--- config.mk ---
export PLATFORM = sky130hd
export DESIGN_NAME = bounded_deque_with_priority_insert
export DESIGN_NICKNAME = d
export VERILOG_FILES = /design/src/sv/bdq_pkg.sv /design/src/sv/bounded_deque_with_priority_insert.sv /design/src/sv/bdq_regs.sv /design/src/sv/bdq_ctrl.sv /design/src/sv/bdq_dpath.sv
export SDC_FILE = /design/constraint.sdc
export NUM_CORES = 2
export LEC_CHECK = 0
export BUFFER_PORTS_ARGS = -buffer_cell sky130_fd_sc_hd__clkbuf_2
export CAP_MARGIN = 20
export CELL_PAD_IN_SITES_DETAIL_PLACEMENT = 0
export CELL_PAD_IN_SITES_GLOBAL_PLACEMENT = 1
export CORE_ASPECT_RATIO = 0.9
export CORE_UTILIZATION = 60
export CTS_CLUSTER_DIAMETER = 50
export DETAILED_ROUTE_END_ITERATION = 12
export GPL_TIMING_DRIVEN = 0
export PLACE_DENSITY = 0.81
export SLEW_MARGIN = 30
export SYNTH_ARGS = -nofsm -noshare
export SYNTH_HDL_FRONTEND = slang
export SYNTH_SLANG_ARGS = --single-unit
--- constraint.sdc ---
create_clock -name clk -period 9.2 [get_ports clk]
set_input_delay 1.84 -clock clk [delete_from_list [all_inputs] [get_ports clk]]
set_output_delay 1.84 -clock clk [all_outputs]
set_load 0.005 [all_outputs]
--- src/sv/bdq_pkg.sv ---
// ----------------------------------------------------------------------------
// bdq_pkg : shared types and constants for the bounded deque
// Slot geometry, operation codes, controller states and the command bundle
// passed from the controller to the datapath.
// ----------------------------------------------------------------------------
`default_nettype none

package bdq_pkg;

	// ring geometry; DEPTH is a power of two so pointers wrap by truncation
	localparam int DEPTH      = 128;
	localparam int PTR_W      = $clog2(DEPTH);
	localparam int CNT_W      = PTR_W + 1;
	localparam int DATA_W     = 32;
	localparam int CAP_W      = 8;
	localparam int APB_DW     = 32;
	localparam int APB_AW     = 3;

	// register map
	localparam logic [CAP_W-1:0] CAP_RESET = CAP_W'(100);
	localparam logic             REG_CAPACITY = 1'b0;

	typedef enum logic [1:0] {
		OP_ENQ_BACK  = 2'd0,
		OP_DEQ_FRONT = 2'd1,
		OP_DEQ_BACK  = 2'd2,
		OP_PRIO_FRONT = 2'd3
	} op_t;

	typedef enum logic [2:0] {
		ST_IDLE = 3'b001,
		ST_EXEC = 3'b010,
		ST_READ = 3'b100
	} state_t;

	// controller -> datapath commands
	typedef struct packed {
		logic accept;  // latch the incoming beat
		logic exec;    // update pointers, count and slot store
		logic rd;      // read the front slot
		logic done;    // present the result
	} cmd_t;

endpackage

`default_nettype wire

--- src/sv/bounded_deque_with_priority_insert.sv ---
// ----------------------------------------------------------------------------
// bounded_deque_with_priority_insert : bounded deque of 32-bit tags
// Ring buffer queue with back enqueue, front and back dequeue and a priority insert at the front.
// ----------------------------------------------------------------------------
// Usage:
//   Command channel: drive op and item_tag with start high; the beat is taken
//   at the clock edge where start is high and busy is low.
//   Result channel: done pulses for one cycle with front_item, front_valid,
//   entry_count, rejected and evicted; the receiver cannot hold it off.
//   Sequence: after the accepting edge each beat steps through execute,
//   front-slot read through the registered memory port, and the strobe.
//   A new beat is not taken while one is in flight; busy drops in the strobe
//   cycle so the next beat can be taken while the result is shown. The
//   front slot goes through the single read port of the slot memory, read
//   only after the pointer update has been written back.
//   Configuration: APB register capacity at byte address 0 (reset 100), which
//   the user writes only while idle (unenforced); effective limit saturates at 128.
//   Reset: arst_n clears pointer, count and flags; the queue starts empty.
//   Slot memory needs no clearing pass; unwritten slots are never shown.
// ----------------------------------------------------------------------------
`default_nettype none

module bounded_deque_with_priority_insert
	import bdq_pkg::*;
(
	input  wire logic              clk,
	input  wire logic              arst_n,
	input  wire logic              start,
	output logic                   busy,
	input  wire logic [1:0]        op,
	input  wire logic [DATA_W-1:0] item_tag,
	output logic                   done,
	output logic [DATA_W-1:0]      front_item,
	output logic                   front_valid,
	output logic [7:0]             entry_count,
	output logic                   rejected,
	output logic                   evicted,
	input  wire logic              psel,
	input  wire logic              penable,
	input  wire logic              pwrite,
	input  wire logic [APB_AW-1:0] paddr,
	input  wire logic [APB_DW-1:0] pwdata,
	output logic      [APB_DW-1:0] prdata,
	output logic                   pready
);

	cmd_t             cmd;
	logic [CAP_W-1:0] capacity;

	bdq_regs u_regs (
		.clk      (clk),
		.arst_n   (arst_n),
		.psel     (psel),
		.penable  (penable),
		.pwrite   (pwrite),
		.paddr    (paddr),
		.pwdata   (pwdata),
		.prdata   (prdata),
		.pready   (pready),
		.capacity (capacity)
	);

	bdq_ctrl u_ctrl (
		.clk    (clk),
		.arst_n (arst_n),
		.start  (start),
		.busy   (busy),
		.cmd    (cmd)
	);

	bdq_dpath u_dpath (
		.clk         (clk),
		.arst_n      (arst_n),
		.cmd         (cmd),
		.op          (op),
		.item_tag    (item_tag),
		.capacity    (capacity),
		.front_item  (front_item),
		.front_valid (front_valid),
		.entry_count (entry_count),
		.rejected    (rejected),
		.evicted     (evicted),
		.done        (done)
	);

endmodule

`default_nettype wire

--- src/sv/bdq_regs.sv ---
// ----------------------------------------------------------------------------
// bdq_regs : APB configuration register
// Holds the capacity register; writes complete in the access phase.
// ----------------------------------------------------------------------------
`default_nettype none

module bdq_regs
	import bdq_pkg::*;
(
	input  wire logic              clk,
	input  wire logic              arst_n,
	input  wire logic              psel,
	input  wire logic              penable,
	input  wire logic              pwrite,
	input  wire logic [APB_AW-1:0] paddr,
	input  wire logic [APB_DW-1:0] pwdata,
	output logic      [APB_DW-1:0] prdata,
	output logic                   pready,
	output logic      [CAP_W-1:0]  capacity
);

	logic [CAP_W-1:0] capacity_q;
	logic             wr_en;
	logic             reg_idx;

	assign pready  = 1'b1;
	assign reg_idx = paddr[2];
	assign wr_en   = psel & penable & pwrite & pready;

	// capacity register
	always_ff @(posedge clk or negedge arst_n) begin
		if (!arst_n) begin
			capacity_q <= CAP_RESET;
		end else if (wr_en && reg_idx == REG_CAPACITY) begin
			capacity_q <= pwdata[CAP_W-1:0];
		end
	end

	// read mux; unaligned low address bits are ignored
	always_comb begin
		prdata = '0;
		if (reg_idx == REG_CAPACITY) begin
			prdata = APB_DW'(capacity_q);
		end
	end

	assign capacity = capacity_q;

endmodule

`default_nettype wire

--- src/sv/bdq_ctrl.sv ---
// ----------------------------------------------------------------------------
// bdq_ctrl : operation sequencer
// Steps each accepted beat through execute and front-slot read, then strobes.
// ----------------------------------------------------------------------------
`default_nettype none

module bdq_ctrl
	import bdq_pkg::*;
(
	input  wire logic clk,
	input  wire logic arst_n,
	input  wire logic start,
	output logic      busy,
	output cmd_t      cmd
);

	state_t state_q, state_nxt;
	logic   done_q;

	// next state
	always_comb begin
		state_nxt = state_q;
		unique case (state_q)
			ST_IDLE: begin
				if (start) state_nxt = ST_EXEC;
			end
			ST_EXEC: state_nxt = ST_READ;
			ST_READ: state_nxt = ST_IDLE;
			default: state_nxt = ST_IDLE;
		endcase
	end

	always_ff @(posedge clk or negedge arst_n) begin
		if (!arst_n) begin
			state_q <= ST_IDLE;
			done_q  <= 1'b0;
		end else begin
			state_q <= state_nxt;
			done_q  <= (state_q == ST_READ);
		end
	end

	// the strobe cycle is idle, so a new beat may be taken during it
	assign busy       = (state_q != ST_IDLE);
	assign cmd.accept = (state_q == ST_IDLE) & start;
	assign cmd.exec   = (state_q == ST_EXEC);
	assign cmd.rd     = (state_q == ST_READ);
	assign cmd.done   = done_q;

`ifndef SYNTHESIS
	a_done_after_read: assert property (@(posedge clk) disable iff (!arst_n)
		done_q |-> $past(state_q == ST_READ))
		else $error("result strobe without a preceding read");
`endif

endmodule

`default_nettype wire

--- src/sv/bdq_dpath.sv ---
// ----------------------------------------------------------------------------
// bdq_dpath : ring buffer datapath
// Slot memory, front pointer, occupancy, flags and the result registers.
// ----------------------------------------------------------------------------
`default_nettype none

module bdq_dpath
	import bdq_pkg::*;
(
	input  wire logic              clk,
	input  wire logic              arst_n,
	input  wire cmd_t              cmd,
	input  wire logic [1:0]        op,
	input  wire logic [DATA_W-1:0] item_tag,
	input  wire logic [CAP_W-1:0]  capacity,
	output logic [DATA_W-1:0]      front_item,
	output logic                   front_valid,
	output logic [7:0]             entry_count,
	output logic                   rejected,
	output logic                   evicted,
	output logic                   done
);

	logic [DATA_W-1:0] mem [DEPTH];

	op_t               op_q;
	logic [DATA_W-1:0] tag_q;
	logic [PTR_W-1:0]  fp_q, fp_nxt;
	logic [CNT_W-1:0]  occ_q, occ_nxt;
	logic              rej_q, ev_q, rej_nxt, ev_nxt;
	logic [DATA_W-1:0] rdata_q;
	logic              wr_en;
	logic [PTR_W-1:0]  wr_addr;

	logic [CNT_W-1:0]  limit;
	logic              full;
	logic [CNT_W-1:0]  occ_ev;

	// effective capacity saturates at the ring depth
	assign limit = ((CNT_W+CAP_W)'(capacity) > (CNT_W+CAP_W)'(DEPTH)) ?
		CNT_W'(DEPTH) : CNT_W'(capacity);
	assign full  = (occ_q >= limit);

	// operation decode
	always_comb begin
		fp_nxt  = fp_q;
		occ_nxt = occ_q;
		rej_nxt = 1'b0;
		ev_nxt  = 1'b0;
		wr_en   = 1'b0;
		wr_addr = fp_q + occ_q[PTR_W-1:0];
		occ_ev  = occ_q;
		unique case (op_q)
			OP_ENQ_BACK: begin
				if (full || occ_q >= CNT_W'(DEPTH)) begin
					rej_nxt = 1'b1;
				end else begin
					wr_en   = 1'b1;
					occ_nxt = occ_q + 1'b1;
				end
			end
			OP_DEQ_FRONT: begin
				if (occ_q != '0) begin
					fp_nxt  = fp_q + 1'b1;
					occ_nxt = occ_q - 1'b1;
				end
			end
			OP_DEQ_BACK: begin
				if (occ_q != '0) occ_nxt = occ_q - 1'b1;
			end
			OP_PRIO_FRONT: begin
				// drop the back entry first when full, then insert at the front
				if (full && occ_q != '0) begin
					ev_nxt = 1'b1;
					occ_ev = occ_q - 1'b1;
				end
				occ_nxt = occ_ev;
				if (occ_ev < CNT_W'(DEPTH)) begin
					fp_nxt  = fp_q - 1'b1;
					wr_addr = fp_q - 1'b1;
					wr_en   = 1'b1;
					occ_nxt = occ_ev + 1'b1;
				end
			end
			default: ;
		endcase
	end

	// control state
	always_ff @(posedge clk or negedge arst_n) begin
		if (!arst_n) begin
			fp_q  <= '0;
			occ_q <= '0;
			rej_q <= 1'b0;
			ev_q  <= 1'b0;
		end else if (cmd.exec) begin
			fp_q  <= fp_nxt;
			occ_q <= occ_nxt;
			rej_q <= rej_nxt;
			ev_q  <= ev_nxt;
		end
	end

	// input beat capture
	always_ff @(posedge clk) begin
		if (cmd.accept) begin
			op_q  <= op_t'(op);
			tag_q <= item_tag;
		end
	end

	// slot store: one write port, one registered read port
	always_ff @(posedge clk) begin
		if (cmd.exec && wr_en) mem[wr_addr] <= tag_q;
	end

	always_ff @(posedge clk) begin
		if (cmd.rd) rdata_q <= mem[fp_q];
	end

	// result fields
	assign front_valid = (occ_q != '0);
	assign front_item  = front_valid ? rdata_q : '0;
	assign entry_count = 8'(occ_q);
	assign rejected    = rej_q;
	assign evicted     = ev_q;
	assign done        = cmd.done;

`ifndef SYNTHESIS
	a_occ_bound: assert property (@(posedge clk) disable iff (!arst_n)
		occ_q <= CNT_W'(DEPTH))
		else $error("occupancy beyond ring depth");
	a_flags_excl: assert property (@(posedge clk) disable iff (!arst_n)
		done |-> !(rej_q && ev_q))
		else $error("reject and evict flagged together");
	a_occ_hold: assert property (@(posedge clk) disable iff (!arst_n)
		!cmd.exec |=> $stable(occ_q) && $stable(fp_q))
		else $error("pointer state moved outside execute");
`endif

endmodule

`default_nettype wire
==> metrics.md <==
| Metric | Value |
|---|---|
| Worst slew pin tran | 1.20 ns |
| Max Cap Viol | 0 |
| Synth cell types | between 70 and 80 |
| RSZ-0062 raised after global routing | false |
| Leakage | between 50 and 60 nW |
| GP Congestion | roughly 0.95 |
| # port buffers | 101 |
| Worst Path Required | between 9 and 10 ns |
| Clock Tree Root | clkbuf_16 |
| Pin count of the biggest net entering global routing | 33 |
| Final setup fails | 0 |
| Pre-CTS WS | around 2.5 ns |
| # hold bufs at CTS | 0 |
| Share of flip-flops with an asynchronous set or reset | 0.692% |
| Residual DRC | 0 |
| Post-CTS sizing | 0 |
| Setup Skew | 0.0565 ns |
| Initial drt markers | roughly 14000 |
| Crit. End Element | flip-flop |
| Data arrival, critical path | about 7.6 ns |
| TritonCTS clock tree | done |
| Met1 Resource Use GR | between 40% and 50% |
| Initial antenna violation count | 33 |
| Crit path kind | flip-flop to flip-flop |
| Met3 GRT Util | 8.01% |
| CTS max path bufs | 4 |
| Yosys Warn Count | 0 |
| Wire length per cell | 40.9 um |
| GR peak layer | met2 |
| Rel. slew slack | between 10% and 20% |
| Area delta synth->final | 17.5% |
| Clock sinks | about 4200 |
| Core box area | between 200000 and 300000 um2 |
| CP max-delay cell | nor4_1 |
| Full die area | 271000 um2 |
| Clk_lat worst skew | 0.94 ns |
| CTS clk-pin slew, worst paths | roughly 0.060 ns |
| First-pass GRT wire length | between 600000 and 700000 um |
| HP Class | flip-flop to flip-flop |
| Hold path depth | 2 |
| Fin worst setup slack | about 2.2 ns |
| CP cell instances | buf_2, buf_2, buf_2, buf_2, clkbuf_1, inv_1, ha_1, nor4_1, o21ai_4, buf_2, nor2_4, buf_16 |
| Starting Density | approximately three fifths |
| Seq cells post-synth | about 4200 |
| Die X | about 550 um |
| Pre-Repair DR Iteration Count | 8 |
| Synth Flop Type | edfxtp_1 |
| I/O Pins | roughly 150 |
| Setup TNS | 0 ns |
| # nets final | 7618 |
| FP Rows | between 150 and 200 |
| Antenna Nets Post-Route | 0 |
| Yosys top cell by area | edfxtp_1 |
| Filler Cell Count | about 14000 |
| Crit-path max cell delay | just under 0.9 ns |
| Fin util | between 70% and 80% |
| Final number of hold-violating endpoints | 0 |
| Reg2reg path depth | 12 |
| Synth Cell Area | about 160000 um2 |
| Post-synth EDFFs | 4162 |
| Most frequent cells in the layout | 4162 x edfxtp_1, 1312 x mux4_2, 422 x clkbuf_16, 236 x clkbuf_1, 195 x buf_16 |
| Layout cells sized above 1 | 36.2% |
| Mapped Avg Cell Area | 24.7 um2 |
| Min Tclk post-route | between 7 and 8 ns |
| Most frequent CP cell | buf_2 |
| Yosys top cell area share | approximately 77% |
| DP Wirelength | ~300000 um |
| TritonCTS buffer count | 414 |
| Highest Clock Rate | ~140 MHz |
| Crit Path Max Fanout | 17 |
| Gr ovfl total | 0 |
| GRT met2 Usage | 55.1% |
| Final period util | 76.4% |
| Aggregate global-route resource usage | roughly a third |
| Vias in the first global route | slightly above 80000 |
| Via count | a little over 80000 |
| Max IR drop VDD | between 0.0002 and 0.00025 V |
| Mapped Cells | around 6500 |
| Setup bufs post-CTS | 0 |
| Post-synthesis sequential area ratio | 77.9% |
| Commonest non-fill, non-tap cell in the layout | edfxtp_1 |
| Outcome | finished clean |
| Vert. Die Dim | a little under 500 um |
| Vias per cell | about 7 |
| Ranking of synthesized cells by area | edfxtp_1 77%, mux4_2 18%, clkbuf_1 0.47%, mux2i_1 0.43%, nor2_1 0.43% |
| Worst setup SP type | flip-flop |
| Count of pins over their slew limit | 0 |
| PwrDens | 295 nW/um2 |
| Htree depth | 5 |
| Final wirelength | around 470000 um |
==> sequential cells by signal, indices dropped and copies added, names as in the netlist <==
| name | flops |
|---|---|
| u_dpath.mem | 4096 |
| u_dpath.tag_q | 32 |
| u_dpath.rejected | 1 |
| u_dpath.evicted | 1 |
| u_dpath.op_q | 2 |
| u_ctrl.done_q | 1 |
| u_dpath.fp_q | 7 |
| u_regs.capacity | 8 |
| u_dpath.rdata_q | 32 |
| u_dpath.entry_count | 8 |
| u_ctrl.state_q | 3 |
==> cells in the mapped netlist (6+ instances only) <==
cell	instances
nand2_1	35
xor2_1	10
a211oi_1	10
nor2b_1	12
xnor2_1	19
dfrtp_1	25
inv_1	18
nor2_1	183
buf_2	109
nor3_1	11
o22ai_2	10
ha_1	24
nand4_1	6
edfxtp_1	4162
o21ai_0	16
a21oi_1	27
mux2i_1	69
a221oi_1	37
nand3_1	19
buf_4	28
clkbuf_1	204
o22ai_1	8
and2_1	34
mux2_2	11
and3_1	7
buf_1	31
mux4_2	1312
==> final timing paths <==
check	startpoint	end	slack (ns)
min in group asynchronous	arst_n	u_regs.capacity[0]	1.00
setup reg to reg	u_dpath.fp_q[1]	u_dpath.mem[110][10]	2.17
hold reg to reg	u_dpath.evicted	u_dpath.evicted	0.49
setup / recovery	u_dpath.fp_q[1]	u_dpath.mem[110][10]	2.17
hold / removal	u_dpath.evicted	u_dpath.evicted	0.49
max in group asynchronous	arst_n	u_dpath.entry_count[5]	7.66
==> kinds of logic after synthesis <==
| family | count (synthesis) | synth area share, % |
|---|---|---|
| compound gates | 160 | 0.789 |
| xor+xnor | 31 | 0.178 |
| fa+ha+maj | 25 | 0.199 |
| buf+inv | 394 | 1.07 |
| flops | 4191 | 77.9 |
| mux | 1392 | 18.8 |
| other cells | 2 | 0.00466 |
| simple gates | 341 | 1.02 |
==> critical path: cells and delay by family (launching register included) <==
family / cells / cell delay, ns
flops: 1 / 0.45
fa+ha+maj: 1 / 0.41
compound gates: 1 / 0.47
buf+inv: 8 / 3.66
simple gates: 2 / 1.60
==> stage by stage <==
stage | hold WS, ns | cell area [um2] | total power [mW] | instances
final | 0.486 | 189000 | 55.8 | 11400
after global routing | 0.527 | 189000 | 56.8 | 11400
after CTS | 0.497 | 189000 | 55.5 | 11400
after detailed placement | 0.484 | 176000 | 38.6 | 10600
after global placement | 0.471 | 166000 | 37.7 | 10200
after floorplan | 0.473 | 161000 | 32.0 | 6559
==> metal layers <==
layer  wire length [um]  up-vias
li1                   -    30400
met5                192        -
met2             223000     6932
met1             154000    42900
met3              55500     1256
met4              33600       22
==> report_power, final <==
group / leakage, nW / internal [mW] / switching (mW) / total, mW
clock network: 6.40 / 9.50 / 7.29 / 16.8
registers: 37.8 / 22.0 / 0.220 / 22.3
logic: 15.2 / 6.62 / 10.1 / 16.8
total: 59.4 / 38.2 / 17.7 / 55.8
==> cell type report <==
class,instances,area (um2),area share (%)
sequential,4191,126000,66.3
multi-input combinational,1974,35200,18.6
clock buffer,501,10900,5.74
timing repair buffer,543,9110,4.81
tap,3549,4440,2.34
clock inverter,240,2330,1.23
buffer,373,1730,0.913
inverter,21,78.8,0.0416
antenna,8,20.0,0.0106
(Power assumes the default switching activity.)
